===== config.mk =====
export PLATFORM = sky130hd
export DESIGN_NAME = pid_speed_deadband_offset
export DESIGN_NICKNAME = d
export VERILOG_FILES = /design/src/sv/psdo_pkg.sv /design/src/sv/psdo_cfg_regs.sv /design/src/sv/psdo_err_stage.sv /design/src/sv/psdo_mac_stage.sv /design/src/sv/psdo_out_stage.sv /design/src/sv/pid_speed_deadband_offset.sv
export SDC_FILE = /design/constraint.sdc
export NUM_CORES = 2
export LEC_CHECK = 0
export CAP_MARGIN = 10
export CORE_MARGIN = 5
export CORE_UTILIZATION = 51
export DETAILED_ROUTE_END_ITERATION = 16
export DONT_BUFFER_PORTS = 1
export GPL_ROUTABILITY_DRIVEN = 0
export PLACE_DENSITY = 0.77
export SYNTH_ARGS = -nofsm -noshare
export SYNTH_HDL_FRONTEND = slang
export SYNTH_HIERARCHICAL = 1
export SYNTH_SLANG_ARGS = --single-unit

===== constraint.sdc =====
create_clock -name i_clk -period 23.5 [get_ports i_clk]
set_clock_uncertainty 0.1 [all_clocks]
set_input_delay 2.35 -clock i_clk [delete_from_list [all_inputs] [get_ports i_clk]]
set_output_delay 2.35 -clock i_clk [all_outputs]
set_load 0.03 [all_outputs]

===== src/sv/psdo_pkg.sv =====
// shared types, widths and register indexes of the speed controller
// no dependencies
package psdo_pkg;

    // fixed field widths
    localparam int SPEED_WIDTH    = 16;
    localparam int ERR_WIDTH      = SPEED_WIDTH + 1;
    localparam int DIFF_WIDTH     = SPEED_WIDTH + 2;
    localparam int GAIN_WIDTH     = 12;
    localparam int DEADBAND_WIDTH = 10;
    localparam int LEVEL_WIDTH    = 7;
    localparam int DRIVE_WIDTH    = 8;

    // defaults for the module parameters
    localparam int INTEGRAL_WIDTH = 32;
    localparam int GAIN_FRAC_BITS = 10;

    // product widths that do not depend on the integral width
    localparam int PROD_P_WIDTH = GAIN_WIDTH + 1 + ERR_WIDTH;
    localparam int PROD_D_WIDTH = GAIN_WIDTH + 1 + DIFF_WIDTH;

    // configuration port
    localparam int CFG_IDX_WIDTH  = 3;
    localparam int CFG_DATA_WIDTH = GAIN_WIDTH;

    localparam logic [CFG_IDX_WIDTH-1:0] CFG_KP_GAIN      = 3'd0;
    localparam logic [CFG_IDX_WIDTH-1:0] CFG_KI_GAIN      = 3'd1;
    localparam logic [CFG_IDX_WIDTH-1:0] CFG_KD_GAIN      = 3'd2;
    localparam logic [CFG_IDX_WIDTH-1:0] CFG_DEADBAND     = 3'd3;
    localparam logic [CFG_IDX_WIDTH-1:0] CFG_DRIVE_OFFSET = 3'd4;
    localparam logic [CFG_IDX_WIDTH-1:0] CFG_DRIVE_LIMIT  = 3'd5;

    // register values after reset
    localparam logic [DEADBAND_WIDTH-1:0] DEADBAND_RST = 10'd5;
    localparam logic [LEVEL_WIDTH-1:0]    OFFSET_RST   = 7'd6;
    localparam logic [LEVEL_WIDTH-1:0]    LIMIT_RST    = 7'd100;

    typedef struct packed {
        logic signed [SPEED_WIDTH-1:0] target_speed;
        logic signed [SPEED_WIDTH-1:0] measured_speed;
    } t_in_item;

    typedef struct packed {
        logic signed [DRIVE_WIDTH-1:0] drive;
        logic                          in_deadband;
    } t_out_item;

    typedef struct packed {
        logic [GAIN_WIDTH-1:0]     kp_gain;
        logic [GAIN_WIDTH-1:0]     ki_gain;
        logic [GAIN_WIDTH-1:0]     kd_gain;
        logic [DEADBAND_WIDTH-1:0] deadband;
        logic [LEVEL_WIDTH-1:0]    drive_offset;
        logic [LEVEL_WIDTH-1:0]    drive_limit;
    } t_cfg;

endpackage


===== src/sv/psdo_cfg_regs.sv =====
// configuration register bank of the speed controller
// depends on psdo_pkg
module psdo_cfg_regs (
    input  logic                                i_clk,
    input  logic                                i_rst_n,
    input  logic                                i_cfg_we,
    input  logic [psdo_pkg::CFG_IDX_WIDTH-1:0]  i_cfg_idx,
    input  logic [psdo_pkg::CFG_DATA_WIDTH-1:0] i_cfg_data,
    output psdo_pkg::t_cfg                      o_cfg
);

    psdo_pkg::t_cfg r_cfg;
    psdo_pkg::t_cfg n_cfg;

    // register write decode, unknown indexes are dropped
    always_comb begin
        n_cfg = r_cfg;
        if (i_cfg_we) begin
            unique case (i_cfg_idx)
                psdo_pkg::CFG_KP_GAIN:
                    n_cfg.kp_gain = i_cfg_data[psdo_pkg::GAIN_WIDTH-1:0];
                psdo_pkg::CFG_KI_GAIN:
                    n_cfg.ki_gain = i_cfg_data[psdo_pkg::GAIN_WIDTH-1:0];
                psdo_pkg::CFG_KD_GAIN:
                    n_cfg.kd_gain = i_cfg_data[psdo_pkg::GAIN_WIDTH-1:0];
                psdo_pkg::CFG_DEADBAND:
                    n_cfg.deadband = i_cfg_data[psdo_pkg::DEADBAND_WIDTH-1:0];
                psdo_pkg::CFG_DRIVE_OFFSET:
                    n_cfg.drive_offset = i_cfg_data[psdo_pkg::LEVEL_WIDTH-1:0];
                psdo_pkg::CFG_DRIVE_LIMIT:
                    n_cfg.drive_limit = i_cfg_data[psdo_pkg::LEVEL_WIDTH-1:0];
                default: begin
                end
            endcase
        end
    end

    always_ff @(posedge i_clk) begin
        if (!i_rst_n) begin
            r_cfg.kp_gain      <= '0;
            r_cfg.ki_gain      <= '0;
            r_cfg.kd_gain      <= '0;
            r_cfg.deadband     <= psdo_pkg::DEADBAND_RST;
            r_cfg.drive_offset <= psdo_pkg::OFFSET_RST;
            r_cfg.drive_limit  <= psdo_pkg::LIMIT_RST;
        end else begin
            r_cfg <= n_cfg;
        end
    end

    assign o_cfg = r_cfg;

endmodule


===== src/sv/psdo_err_stage.sv =====
// error stage: error, deadband test, derivative term and integral update
// depends on psdo_pkg; holds the previous error and the integral
module psdo_err_stage #(
    parameter int INTEGRAL_WIDTH = psdo_pkg::INTEGRAL_WIDTH
) (
    input  logic                                   i_clk,
    input  logic                                   i_rst_n,
    input  logic                                   i_valid,
    input  psdo_pkg::t_in_item                     i_item,
    input  psdo_pkg::t_cfg                         i_cfg,
    input  logic                                   i_ready,
    output logic                                   o_ready,
    output logic                                   o_valid,
    output logic signed [psdo_pkg::ERR_WIDTH-1:0]  o_err,
    output logic signed [psdo_pkg::DIFF_WIDTH-1:0] o_diff,
    output logic signed [INTEGRAL_WIDTH-1:0]       o_integral,
    output logic                                   o_in_deadband
);

    localparam int EW    = psdo_pkg::ERR_WIDTH;
    localparam int DW    = psdo_pkg::DIFF_WIDTH;
    localparam int CMP_W = (EW > psdo_pkg::DEADBAND_WIDTH) ? EW : psdo_pkg::DEADBAND_WIDTH;
    localparam int AW    = ((INTEGRAL_WIDTH > EW) ? INTEGRAL_WIDTH : EW) + 1;

    logic                           r_valid;
    logic signed [EW-1:0]           r_prev_err;
    logic signed [INTEGRAL_WIDTH-1:0] r_integral;
    logic signed [DW-1:0]           r_diff;
    logic                           r_hit;

    logic signed [EW-1:0]             n_err;
    logic [EW-1:0]                    err_mag;
    logic                             hit;
    logic signed [DW-1:0]             n_diff;
    logic signed [AW-1:0]             int_sum;
    logic [AW-INTEGRAL_WIDTH:0]       int_top;
    logic signed [INTEGRAL_WIDTH-1:0] int_sat;
    logic signed [INTEGRAL_WIDTH-1:0] n_integral;
    logic                             take;

    assign o_ready = !r_valid || i_ready;
    assign take    = i_valid && o_ready;

    // error and its magnitude against the deadband
    assign n_err   = EW'(i_item.target_speed) - EW'(i_item.measured_speed);
    assign err_mag = n_err[EW-1] ? EW'(-n_err) : EW'(n_err);
    assign hit     = CMP_W'(err_mag) < CMP_W'(i_cfg.deadband);
    assign n_diff  = DW'(n_err) - DW'(r_prev_err);

    // saturating integral add
    assign int_sum = AW'(r_integral) + AW'(n_err);
    assign int_top = int_sum[AW-1:INTEGRAL_WIDTH-1];

    always_comb begin
        if ((&int_top) || !(|int_top)) begin
            int_sat = int_sum[INTEGRAL_WIDTH-1:0];
        end else if (int_sum[AW-1]) begin
            int_sat = {1'b1, {(INTEGRAL_WIDTH-1){1'b0}}};
        end else begin
            int_sat = {1'b0, {(INTEGRAL_WIDTH-1){1'b1}}};
        end
    end

    // integral moves only outside the deadband, zero ki clears it
    always_comb begin
        n_integral = r_integral;
        if (take && !hit) begin
            if (i_cfg.ki_gain == '0) begin
                n_integral = '0;
            end else begin
                n_integral = int_sat;
            end
        end
    end

    // controller state
    always_ff @(posedge i_clk) begin
        if (!i_rst_n) begin
            r_prev_err <= '0;
            r_integral <= '0;
        end else begin
            r_integral <= n_integral;
            if (take) begin
                r_prev_err <= n_err;
            end
        end
    end

    // stage valid
    always_ff @(posedge i_clk) begin
        if (!i_rst_n) begin
            r_valid <= 1'b0;
        end else if (take) begin
            r_valid <= 1'b1;
        end else if (i_ready) begin
            r_valid <= 1'b0;
        end
    end

    // stage payload
    always_ff @(posedge i_clk) begin
        if (take) begin
            r_diff <= n_diff;
            r_hit  <= hit;
        end
    end

    // the state registers already hold this transaction's error and integral
    assign o_valid       = r_valid;
    assign o_err         = r_prev_err;
    assign o_diff        = r_diff;
    assign o_integral    = r_integral;
    assign o_in_deadband = r_hit;

endmodule


===== src/sv/psdo_mac_stage.sv =====
// product stage: the three gain multiplications, one register behind each
// depends on psdo_pkg
module psdo_mac_stage #(
    parameter int INTEGRAL_WIDTH = psdo_pkg::INTEGRAL_WIDTH,
    localparam int PROD_I_WIDTH  = psdo_pkg::GAIN_WIDTH + 1 + INTEGRAL_WIDTH
) (
    input  logic                                     i_clk,
    input  logic                                     i_rst_n,
    input  logic                                     i_valid,
    input  logic signed [psdo_pkg::ERR_WIDTH-1:0]    i_err,
    input  logic signed [psdo_pkg::DIFF_WIDTH-1:0]   i_diff,
    input  logic signed [INTEGRAL_WIDTH-1:0]         i_integral,
    input  logic                                     i_in_deadband,
    input  psdo_pkg::t_cfg                           i_cfg,
    input  logic                                     i_ready,
    output logic                                     o_ready,
    output logic                                     o_valid,
    output logic signed [psdo_pkg::PROD_P_WIDTH-1:0] o_prod_p,
    output logic signed [PROD_I_WIDTH-1:0]           o_prod_i,
    output logic signed [psdo_pkg::PROD_D_WIDTH-1:0] o_prod_d,
    output logic                                     o_in_deadband
);

    localparam int SGW = psdo_pkg::GAIN_WIDTH + 1;

    logic                                     r_valid;
    logic signed [psdo_pkg::PROD_P_WIDTH-1:0] r_prod_p;
    logic signed [PROD_I_WIDTH-1:0]           r_prod_i;
    logic signed [psdo_pkg::PROD_D_WIDTH-1:0] r_prod_d;
    logic                                     r_hit;

    logic signed [SGW-1:0]                    kp_s;
    logic signed [SGW-1:0]                    ki_s;
    logic signed [SGW-1:0]                    kd_s;
    logic signed [psdo_pkg::PROD_P_WIDTH-1:0] n_prod_p;
    logic signed [PROD_I_WIDTH-1:0]           n_prod_i;
    logic signed [psdo_pkg::PROD_D_WIDTH-1:0] n_prod_d;
    logic                                     take;

    assign o_ready = !r_valid || i_ready;
    assign take    = i_valid && o_ready;

    // unsigned gains as non-negative signed operands
    assign kp_s = signed'({1'b0, i_cfg.kp_gain});
    assign ki_s = signed'({1'b0, i_cfg.ki_gain});
    assign kd_s = signed'({1'b0, i_cfg.kd_gain});

    assign n_prod_p = psdo_pkg::PROD_P_WIDTH'(kp_s) * psdo_pkg::PROD_P_WIDTH'(i_err);
    assign n_prod_i = PROD_I_WIDTH'(ki_s) * PROD_I_WIDTH'(i_integral);
    assign n_prod_d = psdo_pkg::PROD_D_WIDTH'(kd_s) * psdo_pkg::PROD_D_WIDTH'(i_diff);

    // stage valid
    always_ff @(posedge i_clk) begin
        if (!i_rst_n) begin
            r_valid <= 1'b0;
        end else if (take) begin
            r_valid <= 1'b1;
        end else if (i_ready) begin
            r_valid <= 1'b0;
        end
    end

    // product registers
    always_ff @(posedge i_clk) begin
        if (take) begin
            r_prod_p <= n_prod_p;
            r_prod_i <= n_prod_i;
            r_prod_d <= n_prod_d;
            r_hit    <= i_in_deadband;
        end
    end

    assign o_valid       = r_valid;
    assign o_prod_p      = r_prod_p;
    assign o_prod_i      = r_prod_i;
    assign o_prod_d      = r_prod_d;
    assign o_in_deadband = r_hit;

endmodule


===== src/sv/psdo_out_stage.sv =====
// output stage: sum of terms, offset away from zero, clamp and truncation
// depends on psdo_pkg; owns the result register seen on the output channel
module psdo_out_stage #(
    parameter int INTEGRAL_WIDTH = psdo_pkg::INTEGRAL_WIDTH,
    parameter int GAIN_FRAC_BITS = psdo_pkg::GAIN_FRAC_BITS,
    localparam int PROD_I_WIDTH  = psdo_pkg::GAIN_WIDTH + 1 + INTEGRAL_WIDTH
) (
    input  logic                                     i_clk,
    input  logic                                     i_rst_n,
    input  logic                                     i_valid,
    input  logic signed [psdo_pkg::PROD_P_WIDTH-1:0] i_prod_p,
    input  logic signed [PROD_I_WIDTH-1:0]           i_prod_i,
    input  logic signed [psdo_pkg::PROD_D_WIDTH-1:0] i_prod_d,
    input  logic                                     i_in_deadband,
    input  psdo_pkg::t_cfg                           i_cfg,
    input  logic                                     i_stall,
    output logic                                     o_ready,
    output logic                                     o_valid,
    output psdo_pkg::t_out_item                      o_result
);

    localparam int MAXP  = (PROD_I_WIDTH > psdo_pkg::PROD_D_WIDTH) ?
                           PROD_I_WIDTH : psdo_pkg::PROD_D_WIDTH;
    localparam int SUM_W = MAXP + 2;
    localparam int TV_W  = SUM_W + 1;
    localparam int DRW   = psdo_pkg::DRIVE_WIDTH;
    localparam int LVW   = psdo_pkg::LEVEL_WIDTH;

    logic                r_valid;
    psdo_pkg::t_out_item r_result;

    logic signed [SUM_W-1:0] acc;
    logic                    acc_neg;
    logic                    acc_zero;
    logic [SUM_W-1:0]        acc_mag;
    logic [TV_W-1:0]         pushed;
    logic [TV_W-1:0]         lim;
    logic [TV_W-1:0]         clamped;
    logic [LVW-1:0]          level;
    logic signed [DRW-1:0]   level_s;
    psdo_pkg::t_out_item     n_result;
    logic                    take;

    assign o_ready = !r_valid || !i_stall;
    assign take    = i_valid && o_ready;

    // controller sum
    assign acc = SUM_W'(i_prod_p) + SUM_W'(i_prod_i) + SUM_W'(i_prod_d);
    assign acc_neg  = acc[SUM_W-1];
    assign acc_zero = (acc == '0);
    assign acc_mag  = acc_neg ? SUM_W'(-acc) : SUM_W'(acc);

    // offset away from zero, clamp to the limit, drop the fraction
    assign pushed  = TV_W'(acc_mag) + (TV_W'(i_cfg.drive_offset) << GAIN_FRAC_BITS);
    assign lim     = TV_W'(i_cfg.drive_limit) << GAIN_FRAC_BITS;
    assign clamped = (pushed > lim) ? lim : pushed;
    assign level   = clamped[GAIN_FRAC_BITS +: LVW];
    assign level_s = signed'(DRW'(level));

    always_comb begin
        n_result.in_deadband = i_in_deadband;
        if (i_in_deadband || acc_zero) begin
            n_result.drive = '0;
        end else if (acc_neg) begin
            n_result.drive = -level_s;
        end else begin
            n_result.drive = level_s;
        end
    end

    // result valid
    always_ff @(posedge i_clk) begin
        if (!i_rst_n) begin
            r_valid <= 1'b0;
        end else if (take) begin
            r_valid <= 1'b1;
        end else if (!i_stall) begin
            r_valid <= 1'b0;
        end
    end

    // result register
    always_ff @(posedge i_clk) begin
        if (take) begin
            r_result <= n_result;
        end
    end

    assign o_valid  = r_valid;
    assign o_result = r_result;

endmodule


===== src/sv/pid_speed_deadband_offset.sv =====
// top level of the positional speed controller with deadband and drive offset
// depends on psdo_pkg, psdo_cfg_regs, psdo_err_stage, psdo_mac_stage, psdo_out_stage
//
// usage
//   input channel: i_valid / o_stall with i_item carrying target and measured
//   speed; a transaction is taken on a rising edge with i_valid high and
//   o_stall low. output channel: o_valid / i_stall with o_result carrying the
//   signed drive and the deadband flag, one result per input transaction.
//   configuration: i_cfg_we writes i_cfg_data to register i_cfg_idx on the
//   edge; indexes past the drive limit are ignored. write only while idle.
// stages and throughput
//   four register stages: input register, error stage, product stage and
//   result register. a taken transaction passes through them in that order
//   to o_valid. one transaction per cycle is sustained while i_stall is low;
//   the product stage holds the three gain multipliers.
// reset and stall
//   synchronous active-low reset empties the pipeline, clears the previous
//   error and the integral and loads the register defaults. while i_stall is
//   high the result register holds; empty stages upstream keep filling, and
//   o_stall rises only once every stage holds a transaction.
module pid_speed_deadband_offset #(
    parameter int INTEGRAL_WIDTH = psdo_pkg::INTEGRAL_WIDTH,
    parameter int GAIN_FRAC_BITS = psdo_pkg::GAIN_FRAC_BITS
) (
    input  logic                                i_clk,
    input  logic                                i_rst_n,
    input  logic                                i_valid,
    output logic                                o_stall,
    input  psdo_pkg::t_in_item                  i_item,
    output logic                                o_valid,
    input  logic                                i_stall,
    output psdo_pkg::t_out_item                 o_result,
    input  logic                                i_cfg_we,
    input  logic [psdo_pkg::CFG_IDX_WIDTH-1:0]  i_cfg_idx,
    input  logic [psdo_pkg::CFG_DATA_WIDTH-1:0] i_cfg_data
);

    localparam int PROD_I_WIDTH = psdo_pkg::GAIN_WIDTH + 1 + INTEGRAL_WIDTH;

    psdo_pkg::t_cfg cfg;

    logic               r_in_valid;
    psdo_pkg::t_in_item r_in_item;
    logic               in_ready;
    logic               take;

    logic                                   err_ready;
    logic                                   err_valid;
    logic signed [psdo_pkg::ERR_WIDTH-1:0]  err_err;
    logic signed [psdo_pkg::DIFF_WIDTH-1:0] err_diff;
    logic signed [INTEGRAL_WIDTH-1:0]       err_integral;
    logic                                   err_hit;

    logic                                     mac_ready;
    logic                                     mac_valid;
    logic signed [psdo_pkg::PROD_P_WIDTH-1:0] mac_prod_p;
    logic signed [PROD_I_WIDTH-1:0]           mac_prod_i;
    logic signed [psdo_pkg::PROD_D_WIDTH-1:0] mac_prod_d;
    logic                                     mac_hit;

    logic out_ready;

    psdo_cfg_regs u_cfg (
        .i_clk      (i_clk),
        .i_rst_n    (i_rst_n),
        .i_cfg_we   (i_cfg_we),
        .i_cfg_idx  (i_cfg_idx),
        .i_cfg_data (i_cfg_data),
        .o_cfg      (cfg)
    );

    // input register
    assign in_ready = !r_in_valid || err_ready;
    assign o_stall  = !in_ready;
    assign take     = i_valid && in_ready;

    always_ff @(posedge i_clk) begin
        if (!i_rst_n) begin
            r_in_valid <= 1'b0;
        end else if (in_ready) begin
            r_in_valid <= i_valid;
        end
    end

    always_ff @(posedge i_clk) begin
        if (take) begin
            r_in_item <= i_item;
        end
    end

    psdo_err_stage #(
        .INTEGRAL_WIDTH (INTEGRAL_WIDTH)
    ) u_err (
        .i_clk         (i_clk),
        .i_rst_n       (i_rst_n),
        .i_valid       (r_in_valid),
        .i_item        (r_in_item),
        .i_cfg         (cfg),
        .i_ready       (mac_ready),
        .o_ready       (err_ready),
        .o_valid       (err_valid),
        .o_err         (err_err),
        .o_diff        (err_diff),
        .o_integral    (err_integral),
        .o_in_deadband (err_hit)
    );

    psdo_mac_stage #(
        .INTEGRAL_WIDTH (INTEGRAL_WIDTH)
    ) u_mac (
        .i_clk         (i_clk),
        .i_rst_n       (i_rst_n),
        .i_valid       (err_valid),
        .i_err         (err_err),
        .i_diff        (err_diff),
        .i_integral    (err_integral),
        .i_in_deadband (err_hit),
        .i_cfg         (cfg),
        .i_ready       (out_ready),
        .o_ready       (mac_ready),
        .o_valid       (mac_valid),
        .o_prod_p      (mac_prod_p),
        .o_prod_i      (mac_prod_i),
        .o_prod_d      (mac_prod_d),
        .o_in_deadband (mac_hit)
    );

    psdo_out_stage #(
        .INTEGRAL_WIDTH (INTEGRAL_WIDTH),
        .GAIN_FRAC_BITS (GAIN_FRAC_BITS)
    ) u_out (
        .i_clk         (i_clk),
        .i_rst_n       (i_rst_n),
        .i_valid       (mac_valid),
        .i_prod_p      (mac_prod_p),
        .i_prod_i      (mac_prod_i),
        .i_prod_d      (mac_prod_d),
        .i_in_deadband (mac_hit),
        .i_cfg         (cfg),
        .i_stall       (i_stall),
        .o_ready       (out_ready),
        .o_valid       (o_valid),
        .o_result      (o_result)
    );

endmodule


* Word level (Yosys, flattened, before mapping) *
Cells that the tools add are included.
W data, S select, Z words.

word-level totals
  register bits after elaboration = 280
  input bits = 52
  output and inout bits = 11
  logic and storage cells = 90

cells by class
  $add $sub $neg = 9
  multiply operators = 3
  order comparisons = 2
  equality and inequality tests = 6
  muxes and demuxes = 13
  bitwise operators = 1
  reduce and logical (&&, ||, !) cells = 33

operators with widths
  cell                  number
  $mux W32              3
  $add A47 B17 Y48      1
  $gt A48 B17 Y1        1
  $add A46 B31 Y47      1
  $logic_not A47 Y1     1
  $mux W47              1
  $neg A47 Y47          1
  $add A30 B45 Y46      1
  $mul A13 B32 Y45      1
  $mux W17              2
  $add A32 B17 Y33      1
  $mul A13 B18 Y31      1
  $mul A13 B17 Y30      1
  $sub A17 B17 Y18      1
  $lt A17 B10 Y1        1
  $neg A17 Y17          1
  $sub A16 B16 Y17      1
  $reduce_and A2 Y1     7
  $logic_not A12 Y1     1
  $logic_not A1 Y1      8
  $neg A7 Y8            1
  $mux W7               1
  $eq A3 B2 Y1 const B  2
  $eq A3 B3 Y1 const B  2
  9 further kinds       25

* Depth between registers and ports, before layout *
  depth after elaboration = 9
  mapped depth = 41
  depth with buffers taken out = 36

* By module *
The synthesis kept the hierarchy.

by module, submodules not included
  module                     times used  cells each  area an instance (µm²)  sequential area each (µm²)
  psdo_mac_stage             1           3489        31991.9                 3233.1
  psdo_out_stage             1           1061        8013.9                  290.3
  psdo_err_stage             1           776         6600.1                  1571.5
  psdo_cfg_regs              1           220         2270.9                  1201.2
  pid_speed_deadband_offset  1           36          1008.5                  980.9

* Worst setup path after synthesis *
No wires, ideal clock.

  path type = register -> register
  start = reg u_mac.r_prod_p, in the netlist u_mac/o_prod_p[29]
  end = reg u_out.r_result, in the netlist u_out/o_result[5], data pin
  library setup time = 0.264 ns
  arrival = 8.879 ns
  data required time = 23.136 ns
  slack = 14.257 ns
  cell stages (with the launch flop) = 37
  path buffers = 5
  clock period less this slack = 9.243 ns
  cell sequence = edfxtp_1 fa_1 ha_1 clkbuf_1 nand4_1 or4_1 a31oi_1 o2111ai_1 nand2_1 clkbuf_1 clkbuf_1 clkbuf_1 buf_1 a21oi_1 xnor2_1 ha_1 fa_1 a21oi_1 nor2_1 nor2_1 o21bai_1 a21oi_1 nor2b_1 nor2_1 nor3_2 and2_1 a31o_1 a2111oi_4 nand3_2 nor4_4 nand2_2 mux2i_1 ha_1 or3b_2 nor3_2 a311oi_2 mux2i_1

between the ends
  longest elaborated chain between the ends = 9
  elaborated cells on any way between the ends = 11
  those cells by class = 5 x add/sub; 1 x order compare; 3 x mux; 2 x reduce/logical

ends and longest elaborated chain
  element                 RTL line              RTL
  from (decl)             psdo_mac_stage.sv:27  logic signed [psdo_pkg::PROD_P_WIDTH-1:0] r_prod_p;
  from (signal assigned)  psdo_mac_stage.sv:66  r_prod_p <= n_prod_p;
  $add A30 B45 Y46 *      psdo_out_stage.sv:48  assign acc = SUM_W'(i_prod_p) + SUM_W'(i_prod_i) + SUM_W'(i_prod_d);
  $add A46 B31 Y47 *      psdo_out_stage.sv:48
  $neg A47 Y47            psdo_out_stage.sv:51  assign acc_mag = acc_neg ? SUM_W'(-acc) : SUM_W'(acc);
  $mux W47                psdo_out_stage.sv:51
  $add A47 B17 Y48        psdo_out_stage.sv:54  assign pushed = TV_W'(acc_mag) + (TV_W'(i_cfg.drive_offset) << GAIN_FRAC_BITS);
  $gt A48 B17 Y1          psdo_out_stage.sv:56  assign clamped = (pushed > lim) ? lim : pushed;
  $mux W17                psdo_out_stage.sv:56
  $neg A7 Y8              psdo_out_stage.sv:65  n_result.drive = -level_s;
  $mux W7                 psdo_out_stage.sv:64  end else if (acc_neg) begin
  to (signal assigned)    psdo_out_stage.sv:85  r_result <= n_result;
  to (decl)               psdo_out_stage.sv:30  psdo_pkg::t_out_item r_result;

Mark *: on every way between the ends. The rest lies on a longest branch, timed or not.
A chain may end at the register's enable or synchronous reset.

* Final worst setup path *
Same ends and word-level chain as after synthesis.

==> summary by stage <==
Yosys
Counting every net in the synthesized netlist gives 6783. Counting every instance in the synthesized netlist gives 5582. The most area-hungry cell type in the Yosys netlist is sky130_fd_sc_hd__fa_1. The count of warnings emitted by yosys is 6. Each instance of the synthesized netlist takes up on average 8.94 sq um. The synthesized design contains between 150 and 200 enable-type register cells. The number of distinct library cell variants in the gate-level netlist after synthesis is 139. The share of synthesized registers carrying an async set or reset is 0%.

The register bit count reported by yosys is 280. The fraction of synthesized cell area taken by the top area cell type is between 30 and 40%. The share of the Yosys chip area taken by registers is about 15%. Yosys attributes the largest share of cell area to sky130_fd_sc_hd__fa_1 (31%), sky130_fd_sc_hd__edfxtp_1 (10%), sky130_fd_sc_hd__ha_1 (9.4%). The synthesized area is 49900 sq um.

For this run, the leading register cell type out of synthesis is sky130_fd_sc_hd__edfxtp_1.

Final layout
The post-route netlist has 3.79% of its cells at a drive strength greater than 1. The area growth from synthesis to layout is 3.90%. The count of fill cells added during filler insertion is approximately 8500. After the flow finishes, the layout carries non-filler instances totaling 6720. The fraction of the core area covered by cells at the end of the flow is between 50% and 60%.

The total number of nets in the final design is 6613.

Floorplanning
The die outline height is 323 um. The die width is 323 um. For this configuration, the core starts out at a cell density of 51.5%. The count of pins on the block boundary is 63.

The number of cell rows is ~110. In this run the standard cell core region covers between 90000 and 100000 sq um. The area of the die is about 100000 sq um.

Hold path
The startpoint of the most critical hold path is u_cfg/o_cfg[43]. The worst hold path belongs to the class reg2reg. The sink of the worst hold path is u_cfg/o_cfg[43]. The cell depth of the worst hold path is 2.

STA
The highest clock frequency the design can meet is 0.108 GHz. The final critical-path share of the clock period is 39.2%. The tightest hold path in the finished design has a slack of 373 ps.

At the pin with the least slew margin, the transition time is 1270 ps. Setup repair after global routing left no endpoint under its margin. The total negative setup slack is 0 ps. In this run the tightest slew margin relative to its limit is 14.5%. After layout, the worst setup slack is 14280 ps. The routed design could run at a clock period as short as 9220 ps. Setup violations remaining at the end of the flow were counted as 0. The number of max-slew violations in the final report came to 0. The hold violation count in the final report is 0.

Detailed routing
The detail route stage leaves a number of antenna-violating nets equal to 0. The number of detailed-route iterations in the first pass is 6. After detailed routing, the number of remaining DRC violations is 0. The post-detailed-route wirelength per cell is roughly 19 um. In the routed layout, each cell is associated on average with a via count of roughly 5.7. The final route contains approximately 38000 vias.

In this run, the number of DRC markers left after iteration 0 of detailed routing was 3183. The aggregate routed wire length is 126000 um.

Worst setup path
Data arrives at the worst endpoint at 9470 ps. The worst setup path is launched from a flip-flop. On the worst path, the slowest cell contributes a delay of 1060 ps.

In this run the critical register-to-register path is launched from u_mac/o_prod_p[29]. For the worst flop-to-flop path, the logic depth is 32. The endpoint kind of the worst setup timing path is a flip-flop. The setup slack on the worst flop-to-flop path is 14280 ps.

The worst register-to-register path ends at u_out/o_result[5]. The critical path start-end classification is reg2reg. For the worst setup path, the data required time is 23760 ps. The highest fanout seen on the critical path is 33. The highest-delay cell along the critical path is sky130_fd_sc_hd__edfxtp_1.

The most numerous cell type found on the critical path is sky130_fd_sc_hd__a21oi_1.

Power and ir drop
The worst IR drop on VDD is 0.0697 mV. Dividing total power by cell area gives a power density of 43.6 nW/um^2. The leakage power of the design is 0.0247 uW.

Clocking
The cell at the root of the clock tree is sky130_fd_sc_hd__clkbuf_16. CTS saw 280 sinks. The quantity of gates resized following cts is 0.

The number of hold buffers added after CTS was 0. After clock tree synthesis, the clock-pin slew on the worst setup and hold paths is ~60 ps. CTS built an H-tree with a depth of 1. In this run the post-CTS setup repair buffer count came out at 0.

TritonCTS built the clock tree. Buffers inserted during clock tree synthesis total 31. The maximum count of clock buffers along a single path is 3. The source-to-sink clock delay at the later pin of the worst-skew pair is approximately 630 ps.

Place
In this run the tool buffered the top-level ports with 0 buffer cells. Counting tap cells, the placed design contains a total of around 6700 instances. The detailed placement HPWL is 102000 um. The post-placement worst setup slack is 14340 ps.

Global route
The via count of the first global-routing pass is between 30000 and 40000. The total overflow left after global routing is 0. The largest net degree at the start of global routing is 83.

The initial antenna violation count came to 18. The wire length of the first global-routing pass is 206000 um. Global routing consumed, over all layers together, 24.4% of the routing resources.

Run
The number of max-capacitance violations reported is 0.

Run status
The run finished with clean final reports.
## Yosys cell counts (all sizes together), types with 25 or more instances
master and number:
xnor2 166, a21o 72, and3 34, or3 25
nor3 80, o211ai 31, xor2 69, a211oi 44
o21a 39, ha 375, mux2i 73, dfxtp 113
nand3 69, nand4 39, fa 774, a31oi 32
nand2 687, o2bb2ai 36, o21ai 131, nor2b 40
inv 1102, and2 376, buf 36, clkbuf 182
edfxtp 167, nor2 221, a21oi 235
## report_power, final
part	switching, uW	total, uW	leakage, uW	internal (uW)
combinational	688	1080	0.0217	392
sequential	74.0	633	0.00244	559
clock	217	547	0.000537	329
total	979	2260	0.0247	1280
## worst max-delay path by stage
stage	start	end	slack [ps]
after floorplan	u_mac/o_prod_p[29]	u_out/o_result[5]	14260
after global placement	u_mac/o_prod_p[29]	u_out/o_result[5]	14500
after detailed placement	u_mac/o_prod_p[29]	u_out/o_result[5]	14340
after CTS	u_mac/o_prod_p[29]	u_out/o_result[5]	14290
after global routing	u_mac/o_prod_p[29]	u_out/o_result[5]	13530
final	u_mac/o_prod_p[29]	u_out/o_result[5]	14280
## critical path, delay by kind of cell (launching register included)
kind                       cells  cell delay, ps
muxes                          2             380
buffers and inverters          1             350
adders and majority gates      4            1550
and+or+nand+nor                8            2010
AOI/OAI and AO/OA             15            2900
xor gates and xnor gates       2             590
DFF                            1            1060
## logic make-up after synthesis
group,share of synthesized area (%)
AO/OA/AOI/OAI,11.8
AND/OR/NAND/NOR,17.2
flip-flops,14.6
XOR/XNOR,4.25
multiplexers,1.53
adder cells (fa/ha/maj),40.5
buffers and inverters,10.2
## area by class of cell
type	instances	area [sq um]	share of cell area, %
Inverter	1103	4140	7.99
Clock buffer	43	886	1.71
Timing Repair Buffer	18	135	0.261
Multi-Input combinational cell	3978	37500	72.4
Antenna cell	9	22.5	0.0435
Tap cell	1276	1600	3.08
Sequential cell	280	7280	14.0
Clock inverter	13	240	0.463
## cells in the final DEF (no fill, tap or decap), types with 120 or more instances in the layout
cell type / count
sky130_fd_sc_hd__fa_1: 774
sky130_fd_sc_hd__and2_1: 373
sky130_fd_sc_hd__ha_1: 375
sky130_fd_sc_hd__o21ai_0: 120
sky130_fd_sc_hd__edfxtp_1: 167
sky130_fd_sc_hd__nor2_1: 219
sky130_fd_sc_hd__xnor2_1: 163
sky130_fd_sc_hd__inv_1: 1100
sky130_fd_sc_hd__nand2_1: 686
sky130_fd_sc_hd__a21oi_1: 234
## layer usage
layer  wire (um)  GRT usage, %
met4        3830          7.11
met2       57900          39.9
met5         116             0
met3       11400          5.23
met1       53100          33.2
## state kept, by name, indices dropped and copies added (netlist names), 17 cells and up
register	flops
u_err/o_integral	32
r_in_item	32
u_mac/o_prod_p	30
u_mac/o_prod_i	45
u_mac/o_prod_d	31
u_cfg/o_cfg	60
u_err/o_err	17
u_err/o_diff	18
## through the flow
stage / power (uW) / instance area (sq um)
2_1_floorplan: 1400 / 49900
3_3_place_gp: 1670 / 50700
3_5_place_dp: 1690 / 50700
4_1_cts: 2240 / 51800
5_1_grt: 2390 / 51800
6_report: 2260 / 51800
Power figures use the tool's default switching activity.
